### src/hdl/bctf_pkg.sv
package bctf_pkg;

    // Channel count and buffer size of one half of the data store.
    localparam int CHANNELS     = 4;
    localparam int BUFFER_BYTES = 32;

    // Derived widths of the data store.
    localparam int BYTE_W = (BUFFER_BYTES > 1) ? $clog2(BUFFER_BYTES) : 1;
    localparam int ADDR_W = $clog2(2 * BUFFER_BYTES);

    // Queue sizing shared by the input and result queues.
    localparam int QDEPTH = 2;
    localparam int QPTR_W = (QDEPTH > 1) ? $clog2(QDEPTH) : 1;
    localparam int QCNT_W = $clog2(QDEPTH + 1);

    // Pattern constants.
    localparam logic [7:0]  CHAN_MASK       = 8'((1 << CHANNELS) - 1);
    localparam logic [7:0]  LED_ALL_ON      = 8'hff;
    localparam logic [7:0]  LED_ALL_OFF     = 8'h00;
    localparam logic [3:0]  RUN_TICKS       = 4'd3;
    localparam logic [3:0]  CHAN_CNT        = 4'(CHANNELS);
    localparam logic [15:0] TICK_PERIOD_RST = 16'd1000;

    typedef enum logic {
        CMD_TICK  = 1'b0,
        CMD_WRITE = 1'b1
    } t_cmd;

    typedef enum logic [1:0] {
        REG_TICK_PERIOD    = 2'd0,
        REG_PATTERN_FIRST  = 2'd1,
        REG_PATTERN_SECOND = 2'd2,
        REG_PATTERN_THIRD  = 2'd3
    } t_reg_idx;

    typedef enum logic [2:0] {
        PH_SESS_START = 3'd0,
        PH_SESS_SYNC  = 3'd1,
        PH_PATTERN    = 3'd2,
        PH_BEAM_START = 3'd3,
        PH_BEAM_SYNC  = 3'd4,
        PH_DATA       = 3'd5
    } t_phase;

    // One classified input item as it waits between front and back.
    typedef struct packed {
        logic       is_write;
        logic [4:0] write_index;
        logic [7:0] write_data;
    } t_item;

    // One result item.
    typedef struct packed {
        logic [7:0]  led_pattern;
        logic [15:0] next_period;
        logic        buffer_swapped;
        logic [2:0]  phase_code;
    } t_result;

endpackage

### src/hdl/bctf_front.sv
module bctf_front (
    input  logic                i_clk,
    input  logic                i_rst_n,
    input  logic                i_push,
    input  logic                i_command,
    input  logic [4:0]          i_write_index,
    input  logic [7:0]          i_write_data,
    output logic                o_full,
    output logic                o_head_valid,
    output bctf_pkg::t_item     o_head,
    input  logic                i_head_pop
);

    bctf_pkg::t_item                 r_slot [bctf_pkg::QDEPTH];
    logic [bctf_pkg::QPTR_W-1:0]     r_wr_ptr;
    logic [bctf_pkg::QPTR_W-1:0]     r_rd_ptr;
    logic [bctf_pkg::QCNT_W-1:0]     r_count;
    logic                            accept;
    logic                            drain;
    bctf_pkg::t_item                 item_in;

    assign o_full       = (r_count == bctf_pkg::QCNT_W'(bctf_pkg::QDEPTH));
    assign o_head_valid = (r_count != '0);
    assign o_head       = r_slot[r_rd_ptr];
    assign accept       = i_push && !o_full;
    assign drain        = i_head_pop && o_head_valid;

    // Classify the item: writes and ticks take different paths in the back.
    always_comb begin
        item_in.is_write    = (bctf_pkg::t_cmd'(i_command) == bctf_pkg::CMD_WRITE);
        item_in.write_index = i_write_index;
        item_in.write_data  = i_write_data;
    end

    // Item storage.
    always_ff @(posedge i_clk) begin
        if (accept) begin
            r_slot[r_wr_ptr] <= item_in;
        end
    end

    // Pointers and fill count.
    always_ff @(posedge i_clk) begin
        if (!i_rst_n) begin
            r_wr_ptr <= '0;
            r_rd_ptr <= '0;
            r_count  <= '0;
        end else begin
            if (accept) begin
                r_wr_ptr <= (r_wr_ptr == bctf_pkg::QPTR_W'(bctf_pkg::QDEPTH - 1)) ?
                            '0 : r_wr_ptr + 1'b1;
            end
            if (drain) begin
                r_rd_ptr <= (r_rd_ptr == bctf_pkg::QPTR_W'(bctf_pkg::QDEPTH - 1)) ?
                            '0 : r_rd_ptr + 1'b1;
            end
            if (accept && !drain) begin
                r_count <= r_count + 1'b1;
            end else if (drain && !accept) begin
                r_count <= r_count - 1'b1;
            end
        end
    end

endmodule

### src/hdl/bctf_back.sv
module bctf_back (
    input  logic                i_clk,
    input  logic                i_rst_n,
    input  logic                i_cfg_we,
    input  logic [1:0]          i_cfg_index,
    input  logic [15:0]         i_cfg_data,
    input  logic                i_head_valid,
    input  bctf_pkg::t_item     i_head,
    output logic                o_head_pop,
    input  logic                i_out_ready,
    output logic                o_res_valid,
    output bctf_pkg::t_result   o_res
);

    // Configuration registers.
    logic [15:0] r_tick_period;
    logic [7:0]  r_pattern_first;
    logic [7:0]  r_pattern_second;
    logic [7:0]  r_pattern_third;

    // Framer state.
    bctf_pkg::t_phase               r_phase, n_phase;
    logic [3:0]                     r_count, n_count;
    logic [2:0]                     r_bit_pos, n_bit_pos;
    logic [bctf_pkg::BYTE_W-1:0]    r_byte_pos, n_byte_pos;
    logic                           r_half, n_half;
    logic [15:0]                    r_period, n_period;

    // Data store with one valid bit per entry; an entry never written reads zero.
    logic [7:0]                         r_mem [2 * bctf_pkg::BUFFER_BYTES];
    logic [2 * bctf_pkg::BUFFER_BYTES-1:0] r_valid;
    logic [7:0]                         r_rd_data;
    logic                               r_rd_valid;
    logic [bctf_pkg::ADDR_W-1:0]        rd_addr;
    logic [bctf_pkg::ADDR_W-1:0]        wr_addr;
    logic                               wr_in_range;

    logic        take_item;
    logic        do_tick;
    logic        do_write;
    logic [3:0]  cnt_inc;
    logic [15:0] half_period;
    logic        byte_last;
    logic [7:0]  cur_byte;
    logic        cur_bit;
    logic [7:0]  led;
    logic        swapped;

    function automatic logic [bctf_pkg::ADDR_W-1:0] buf_addr(
        input logic                        half,
        input logic [bctf_pkg::BYTE_W-1:0] pos
    );
        logic [bctf_pkg::ADDR_W-1:0] base;
        base = half ? bctf_pkg::ADDR_W'(bctf_pkg::BUFFER_BYTES) : '0;
        return base + bctf_pkg::ADDR_W'(pos);
    endfunction

    // Handshake with the front queue and the result queue.
    assign take_item   = i_head_valid && (i_head.is_write || i_out_ready);
    assign do_tick     = take_item && !i_head.is_write;
    assign do_write    = take_item && i_head.is_write;
    assign o_head_pop  = take_item;
    assign o_res_valid = do_tick;

    assign cnt_inc     = r_count + 4'd1;
    assign half_period = r_tick_period >> 1;
    assign byte_last   = (r_byte_pos == bctf_pkg::BYTE_W'(bctf_pkg::BUFFER_BYTES - 1));
    assign cur_byte    = r_rd_valid ? r_rd_data : 8'h00;
    assign cur_bit     = cur_byte[r_bit_pos];

    // Writes go to the idle half; positions beyond the buffer are dropped.
    assign wr_in_range = ({4'b0000, i_head.write_index} < 9'(bctf_pkg::BUFFER_BYTES));
    assign wr_addr     = buf_addr(!r_half, bctf_pkg::BYTE_W'(i_head.write_index));

    // The store is read at the position the next tick will use.
    assign rd_addr = i_rst_n ? buf_addr(n_half, n_byte_pos) : '0;

    // Configuration writes.
    always_ff @(posedge i_clk) begin
        if (!i_rst_n) begin
            r_tick_period    <= bctf_pkg::TICK_PERIOD_RST;
            r_pattern_first  <= 8'h00;
            r_pattern_second <= 8'h00;
            r_pattern_third  <= 8'h00;
        end else if (i_cfg_we) begin
            unique case (bctf_pkg::t_reg_idx'(i_cfg_index))
                bctf_pkg::REG_TICK_PERIOD:    r_tick_period    <= i_cfg_data;
                bctf_pkg::REG_PATTERN_FIRST:  r_pattern_first  <= i_cfg_data[7:0];
                bctf_pkg::REG_PATTERN_SECOND: r_pattern_second <= i_cfg_data[7:0];
                bctf_pkg::REG_PATTERN_THIRD:  r_pattern_third  <= i_cfg_data[7:0];
                default: ;
            endcase
        end
    end

    // Next state of the framer for a tick.
    always_comb begin
        n_phase    = r_phase;
        n_count    = r_count;
        n_bit_pos  = r_bit_pos;
        n_byte_pos = r_byte_pos;
        n_half     = r_half;
        n_period   = r_period;
        if (do_tick) begin
            unique case (r_phase)
                bctf_pkg::PH_SESS_SYNC: begin
                    n_period = half_period;
                    n_phase  = bctf_pkg::PH_PATTERN;
                    n_count  = 4'd0;
                end
                bctf_pkg::PH_PATTERN: begin
                    n_period = r_tick_period;
                    n_count  = cnt_inc;
                    if (cnt_inc >= bctf_pkg::RUN_TICKS) begin
                        n_phase    = bctf_pkg::PH_BEAM_START;
                        n_count    = 4'd0;
                        n_bit_pos  = 3'd0;
                        n_byte_pos = '0;
                    end
                end
                bctf_pkg::PH_BEAM_START: begin
                    n_period = r_tick_period;
                    n_count  = cnt_inc;
                    if (cnt_inc >= bctf_pkg::RUN_TICKS) begin
                        n_phase  = bctf_pkg::PH_BEAM_SYNC;
                        n_count  = 4'd0;
                        n_period = half_period;
                    end
                end
                bctf_pkg::PH_BEAM_SYNC: begin
                    n_period = half_period;
                    n_phase  = bctf_pkg::PH_DATA;
                    n_count  = 4'd0;
                end
                bctf_pkg::PH_DATA: begin
                    n_count   = cnt_inc;
                    n_bit_pos = r_bit_pos + 3'd1;
                    if (r_bit_pos == 3'd7 && byte_last) begin
                        // End of buffer wins over the sub-session restart.
                        n_byte_pos = '0;
                        n_phase    = bctf_pkg::PH_SESS_START;
                        n_count    = 4'd0;
                        n_half     = !r_half;
                    end else begin
                        if (r_bit_pos == 3'd7) begin
                            n_byte_pos = r_byte_pos + 1'b1;
                        end
                        if (cnt_inc >= bctf_pkg::CHAN_CNT) begin
                            n_phase = bctf_pkg::PH_BEAM_START;
                            n_count = 4'd0;
                        end
                    end
                end
                default: begin
                    // Session start, and any stray code behaves the same way.
                    n_period = r_tick_period;
                    n_count  = cnt_inc;
                    n_phase  = bctf_pkg::PH_SESS_START;
                    if (cnt_inc >= bctf_pkg::RUN_TICKS) begin
                        n_phase  = bctf_pkg::PH_SESS_SYNC;
                        n_count  = 4'd0;
                        n_period = half_period;
                    end
                end
            endcase
        end
    end

    // LED pattern and swap flag of the current tick.
    always_comb begin
        led     = bctf_pkg::LED_ALL_OFF;
        swapped = 1'b0;
        unique case (r_phase) inside
            bctf_pkg::PH_SESS_SYNC, bctf_pkg::PH_BEAM_SYNC: begin
                led = bctf_pkg::LED_ALL_OFF;
            end
            bctf_pkg::PH_PATTERN: begin
                if (r_count == 4'd0) begin
                    led = r_pattern_first & bctf_pkg::CHAN_MASK;
                end else if (r_count == 4'd1) begin
                    led = r_pattern_second & bctf_pkg::CHAN_MASK;
                end else begin
                    led = r_pattern_third & bctf_pkg::CHAN_MASK;
                end
            end
            bctf_pkg::PH_DATA: begin
                if (r_count < bctf_pkg::CHAN_CNT) begin
                    led = 8'(cur_bit) << r_count;
                end
                swapped = (r_bit_pos == 3'd7) && byte_last;
            end
            default: begin
                led = bctf_pkg::LED_ALL_ON;
            end
        endcase
    end

    // Result item.
    always_comb begin
        o_res.led_pattern    = led;
        o_res.next_period    = n_period;
        o_res.buffer_swapped = swapped;
        o_res.phase_code     = n_phase;
    end

    // State registers and valid bits.
    always_ff @(posedge i_clk) begin
        if (!i_rst_n) begin
            r_phase    <= bctf_pkg::PH_SESS_START;
            r_count    <= 4'd0;
            r_bit_pos  <= 3'd0;
            r_byte_pos <= '0;
            r_half     <= 1'b0;
            r_period   <= 16'd0;
            r_valid    <= '0;
            r_rd_valid <= 1'b0;
        end else begin
            r_phase    <= n_phase;
            r_count    <= n_count;
            r_bit_pos  <= n_bit_pos;
            r_byte_pos <= n_byte_pos;
            r_half     <= n_half;
            r_period   <= n_period;
            r_rd_valid <= r_valid[rd_addr];
            if (do_write && wr_in_range) begin
                r_valid[wr_addr] <= 1'b1;
            end
        end
    end

    // Data store: one write port, one registered read port.
    always_ff @(posedge i_clk) begin
        if (do_write && wr_in_range) begin
            r_mem[wr_addr] <= i_head.write_data;
        end
        r_rd_data <= r_mem[rd_addr];
    end

endmodule

### src/hdl/bctf_out_queue.sv
module bctf_out_queue (
    input  logic                i_clk,
    input  logic                i_rst_n,
    input  logic                i_push,
    input  bctf_pkg::t_result   i_item,
    output logic                o_ready,
    output logic                o_empty,
    output bctf_pkg::t_result   o_head,
    input  logic                i_pop
);

    bctf_pkg::t_result               r_slot [bctf_pkg::QDEPTH];
    logic [bctf_pkg::QPTR_W-1:0]     r_wr_ptr;
    logic [bctf_pkg::QPTR_W-1:0]     r_rd_ptr;
    logic [bctf_pkg::QCNT_W-1:0]     r_count;
    logic                            drain;

    assign o_empty = (r_count == '0);
    assign o_head  = r_slot[r_rd_ptr];
    assign drain   = i_pop && !o_empty;
    // A full queue still takes an item in the cycle its head leaves.
    assign o_ready = (r_count != bctf_pkg::QCNT_W'(bctf_pkg::QDEPTH)) || drain;

    // Result storage.
    always_ff @(posedge i_clk) begin
        if (i_push) begin
            r_slot[r_wr_ptr] <= i_item;
        end
    end

    // Pointers and fill count.
    always_ff @(posedge i_clk) begin
        if (!i_rst_n) begin
            r_wr_ptr <= '0;
            r_rd_ptr <= '0;
            r_count  <= '0;
        end else begin
            if (i_push) begin
                r_wr_ptr <= (r_wr_ptr == bctf_pkg::QPTR_W'(bctf_pkg::QDEPTH - 1)) ?
                            '0 : r_wr_ptr + 1'b1;
            end
            if (drain) begin
                r_rd_ptr <= (r_rd_ptr == bctf_pkg::QPTR_W'(bctf_pkg::QDEPTH - 1)) ?
                            '0 : r_rd_ptr + 1'b1;
            end
            if (i_push && !drain) begin
                r_count <= r_count + 1'b1;
            end else if (drain && !i_push) begin
                r_count <= r_count - 1'b1;
            end
        end
    end

endmodule

### src/hdl/beam_curtain_tx_framer_unit.sv
// Channel   Direction  Handshake          Payload
// input     in         push / full        i_command, i_write_index, i_write_data
// result    out        empty / pop        o_led_pattern, o_next_period,
//                                         o_buffer_swapped, o_phase_code
// config    in         i_cfg_we           i_cfg_index, i_cfg_data
//
// One item per cycle is taken and carried out while the result queue has room;
// a tick passes through the input queue, then the framer into the result queue.
// The rate is set by the framer state update, one item per cycle.
// Reset is synchronous and active low; the data store reads zero until written.
// A stalled result side fills the result queue and then backs up the input queue.
module beam_curtain_tx_framer_unit (
    input  logic        i_clk,
    input  logic        i_rst_n,
    input  logic        push,
    output logic        full,
    input  logic        i_command,
    input  logic [4:0]  i_write_index,
    input  logic [7:0]  i_write_data,
    output logic        empty,
    input  logic        pop,
    output logic [7:0]  o_led_pattern,
    output logic [15:0] o_next_period,
    output logic        o_buffer_swapped,
    output logic [2:0]  o_phase_code,
    input  logic        i_cfg_we,
    input  logic [1:0]  i_cfg_index,
    input  logic [15:0] i_cfg_data
);

    bctf_pkg::t_item   head;
    logic              head_valid;
    logic              head_pop;
    bctf_pkg::t_result res;
    logic              res_valid;
    logic              out_ready;
    bctf_pkg::t_result out_head;

    // Front: accepts and classifies items.
    bctf_front u_front (
        .i_clk         (i_clk),
        .i_rst_n       (i_rst_n),
        .i_push        (push),
        .i_command     (i_command),
        .i_write_index (i_write_index),
        .i_write_data  (i_write_data),
        .o_full        (full),
        .o_head_valid  (head_valid),
        .o_head        (head),
        .i_head_pop    (head_pop)
    );

    // Back: framer state machine and data store.
    bctf_back u_back (
        .i_clk        (i_clk),
        .i_rst_n      (i_rst_n),
        .i_cfg_we     (i_cfg_we),
        .i_cfg_index  (i_cfg_index),
        .i_cfg_data   (i_cfg_data),
        .i_head_valid (head_valid),
        .i_head       (head),
        .o_head_pop   (head_pop),
        .i_out_ready  (out_ready),
        .o_res_valid  (res_valid),
        .o_res        (res)
    );

    // Result queue toward the consumer.
    bctf_out_queue u_out_queue (
        .i_clk   (i_clk),
        .i_rst_n (i_rst_n),
        .i_push  (res_valid),
        .i_item  (res),
        .o_ready (out_ready),
        .o_empty (empty),
        .o_head  (out_head),
        .i_pop   (pop)
    );

    assign o_led_pattern    = out_head.led_pattern;
    assign o_next_period    = out_head.next_period;
    assign o_buffer_swapped = out_head.buffer_swapped;
    assign o_phase_code     = out_head.phase_code;

endmodule

### config.mk
export PLATFORM = sky130hd
export DESIGN_NAME = beam_curtain_tx_framer_unit
export DESIGN_NICKNAME = d
export VERILOG_FILES = /design/src/hdl/bctf_pkg.sv /design/src/hdl/bctf_front.sv /design/src/hdl/bctf_back.sv /design/src/hdl/bctf_out_queue.sv /design/src/hdl/beam_curtain_tx_framer_unit.sv
export SDC_FILE = /design/constraint.sdc
export NUM_CORES = 1
export LEC_CHECK = 0
export BUFFER_PORTS_ARGS = -buffer_cell sky130_fd_sc_hd__buf_2
export CAP_MARGIN = 20
export CORE_UTILIZATION = 50
export DETAILED_ROUTE_END_ITERATION = 16
export PLACE_DENSITY = 0.69
export SYNTH_ARGS = -nofsm -noshare
export SYNTH_HDL_FRONTEND = slang
export SYNTH_SLANG_ARGS = --single-unit
### constraint.sdc
create_clock -name i_clk -period 2.92 [get_ports i_clk]
set_input_delay 0.146 -clock i_clk [delete_from_list [all_inputs] [get_ports i_clk]]
set_output_delay 0.146 -clock i_clk [all_outputs]
set_load 0.02 [all_outputs]
==> metrics.cfg <==
[detailed_routing]
drc = 0
wl_um = 83600
vias_per_cell = 5.96
drt-pass1-iter-count = 5
ant_nets = 0
drtIter0Drc = 2492
vias = 20800
avgRoutedWirePerCell_um = 24.0

[setup_path]
path_delay_family = simple AND/OR/NAND/NOR gates
critPathLaunchType = flop
required_ps = 3480
crit_slowest_cell = dfxtp_2
cp_common_cell = buf_4
crit_fanout = 16
worstPathArrival_ps = 3810
path_buf_inv = 3
end_kind = flop
worstPathCellList = ha_4 > and3_4 > ha_4 > a2bb2oi_2 > nand4_1 > o21bai_2 > buf_4 > o31a_4 > buf_4 > buf_4 > o22ai_1 > a32oi_1 > nand4_1 > nand3_2 > and4_1
critPathKind = flop to flop
slowest_delay_ps = 340

[power]
power.internal_mw = 19.2
ir_drop_v = 0.000611
power_frac_clock = 0.377
p_sw_frac = 0.257
seq_power_share = 0.494
cellPowerDensity_nw_per_um2 = 710
leakage_nw = 12.8
p_total_mw = 25.9
p_switching_mw = 6.65
comb_power_share = 0.128

[run_status]
failed_checks = setup timing
outcome = complete, but fails checks

[clocking]
clk_latency_ps = 630
cts_tree = yes
ctsRootBufferMaster = clkbuf_16
cts_max_level = 3
numClockSinks = 739
clkSlewWorstSetupHoldPaths_ps = 60
cts_buffers = 76
clockBufferDepth = 3

[placement]
placed_cells = 3267
place.gp.congestion = 0.938
hpwl_um = 50300
port_buffers = 66
place_ws_ps = -485

[timing]
setup_tns_ps = -2730
setup_viol = 9
period_share = 1.11
hold-worst-slack_ps = 30.5
clock_skew_ps = 24.7
worst_slew_pin_slew_ps = 1090
fin_crit_ps = 3250
rsz0062_at_grt = yes
hold_viol = 0
fmaxAchievable_ghz = 0.308
report.final.slew_viol_count = 0
slew_headroom = 0.277
setup_slack_ps = -329

[final_layout]
antenna_cells = 0
nNetsFinal = 2707
area_growth_pct = 24.1
finalNonFillerCells = 3487
drive_gt1_frac = 0.236

[global_routing]
antenna_found_initial = 0
grt_overflow = 0
grt_start_max_net_pins = 65
grt_pass1_vias = 20600
grt_pass1_wl_um = 123000
grt_usage = 0.276

[job]
maxCapViolCount = 0

[yosys]
synth_area_um2 = 29400
synthCells = 2297
async_reset_ff_frac = 0
synth_ff_type = edfxtp_1
syn_nets = 2344
synth_edf_count = 596
yosysWarnings = 0
synth_seq_area_share = 0.707
syn-mean-instance-area_um2 = 12.8
synthDistinctLibCells = 75
synth_seq_cells = 739

[floorplan]
die_h_um = 244
row_count = 88
io_pins = 67
die-area_um2 = 59700
die_w_um = 244
start_util = 0.508
core_um2 = 57800

[min_path]
hp-class = primary input to flop

what timing repair did:
action / in CTS / in global routing
pin swaps: 34 / 37
endpoints found under the hold margin: 59 / 0
setup endpoints to repair: 9 / 62
hold buffers: 45 / 0
cloned: 8 / 5
gates resized for setup: 74 / 69
setup buffers: 13 / 13
stage by stage:
stage	utilization	area, um2
after floorplan	-	29400
after global placement	0.560	32400
after detailed placement	0.560	32400
after CTS	0.622	36000
after global routing	0.630	36400
final	0.630	36400
layout by cell type (no fill, tap or decap), drive strengths merged, types with 19 or more instances in the layout:
cell	instances
mux2	37
nand3	114
o22ai	39
dfxtp	143
a21oi	80
a22oi	19
clkbuf	104
a221oi	36
and2	25
buf	365
dlygate4sd3	45
o21ai	36
mux2i	93
edfxtp	596
inv	22
a32oi	34
nand4	39
nor2	238
nand2	476
clkinv	32
kinds of logic (layout without fill, tap and decap cells):
group	count (synthesis)	after routing	synth area share
and+or+nand+nor	950	950	0.139
DFF	739	739	0.707
AOI/OAI and AO/OA	299	299	0.0731
buffers and inverters	153	578	0.0250
muxes	132	132	0.0474
xor gates and xnor gates	13	13	0.00388
adders and majority gates	11	11	0.00460
final timing paths:
| check | from | end | slack, ps | cells after the start |
|---|---|---|---|---|
| max reg2reg | u_back.r_byte_pos[1] | u_back.r_rd_data[4] | -330 | 15 |
| min | i_cfg_index[0] | u_back.r_tick_period[15] | 30 | 4 |
| max | u_back.r_byte_pos[1] | u_back.r_rd_data[4] | -330 | 15 |
| min reg2reg | u_back.r_valid[60] | u_back.r_valid[60] | 470 | 2 |
power by group through the flow:
stage / Combinational [mW] / Sequential (mW) / Clock (mW)
final: 3.32 / 12.8 / 9.76
after global routing: 3.51 / 12.8 / 10.2
after CTS: 3.26 / 12.8 / 9.82
after detailed placement: 3.17 / 13.0 / 0
after global placement: 3.07 / 13.0 / 0
after floorplan: 1.71 / 13.0 / 0
cells in the mapped netlist (3+ instances only):
library cell | number | area (um2)
inv_2 | 5 | 18.8
clkbuf_1 | 58 | 218
ha_1 | 10 | 125
buf_1 | 9 | 33.8
a21oi_1 | 78 | 390
o211ai_1 | 5 | 37.5
a221oi_1 | 30 | 263
nand3_1 | 113 | 566
buf_4 | 4 | 30.0
o22ai_1 | 39 | 244
a31oi_1 | 3 | 18.8
and3_1 | 8 | 50.1
o221ai_1 | 3 | 26.3
nor2_1 | 237 | 890
mux2_2 | 37 | 417
mux2i_1 | 93 | 931
edfxtp_1 | 596 | 17900
and2_1 | 25 | 156
o2111ai_1 | 11 | 96.3
o21ai_0 | 34 | 170
a221oi_2 | 6 | 90.1
buf_6 | 6 | 67.6
nor3_1 | 9 | 45.0
nand2b_1 | 12 | 75.1
buf_2 | 54 | 270
or3_1 | 6 | 37.5
xor2_1 | 12 | 105
and4_1 | 8 | 70.1
o32ai_1 | 4 | 35.0
a32oi_1 | 34 | 298
a22oi_1 | 19 | 143
a311oi_1 | 3 | 26.3
nand2_1 | 476 | 1790
nand3b_1 | 3 | 22.5
inv_1 | 15 | 56.3
o31ai_1 | 3 | 22.5
nand4_1 | 39 | 244
nor2b_1 | 3 | 18.8
dfxtp_1 | 143 | 2860
worst register-to-register path, cell delays in order (launching register included):
cell	delay, ps
dfxtp_2	340
ha_4	160
and3_4	180
ha_4	170
a2bb2oi_2	140
nand4_1	190
o21bai_2	250
buf_4	170
o31a_4	210
buf_4	130
buf_4	230
o22ai_1	150
a32oi_1	220
nand4_1	270
nand3_2	190
and4_1	210
registers in the layout (all words and copies together) (netlist names), 2 cells and up, named ones only:
name,count
u_back.r_mem,512
u_back.r_valid,64
u_out_queue.r_slot,56
u_front.r_slot,28
u_back.r_period,16
u_back.r_tick_period,16
u_back.r_rd_data,8
u_back.r_byte_pos,5
u_back.r_count,4
u_back.r_pattern_first,4
u_back.r_pattern_second,4
u_back.r_pattern_third,4
u_back.r_bit_pos,3
u_back.r_phase,3
u_front.r_count,2
u_out_queue.r_count,2
per-layer routing:
layer	vias up	global-route usage	part of all wire
li1	9172	-	-
met1	10200	0.353	0.38
met2	1155	0.453	0.48
met3	264	0.0472	0.085
met4	0	0.143	0.054
met5	-	0	0
area by class of cell:
class                      count  area [um2]
inverter                      20         111
sequential                   739       20800
fill                        4170       21400
clock inverter                41         392
tap                          765         957
timing repair buffer         416        3670
multi-input combinational   1405        8380
timing repair inverter         2        25.0
clock buffer                  99        2130
Note: power is estimated with default switching activity, not from simulation.
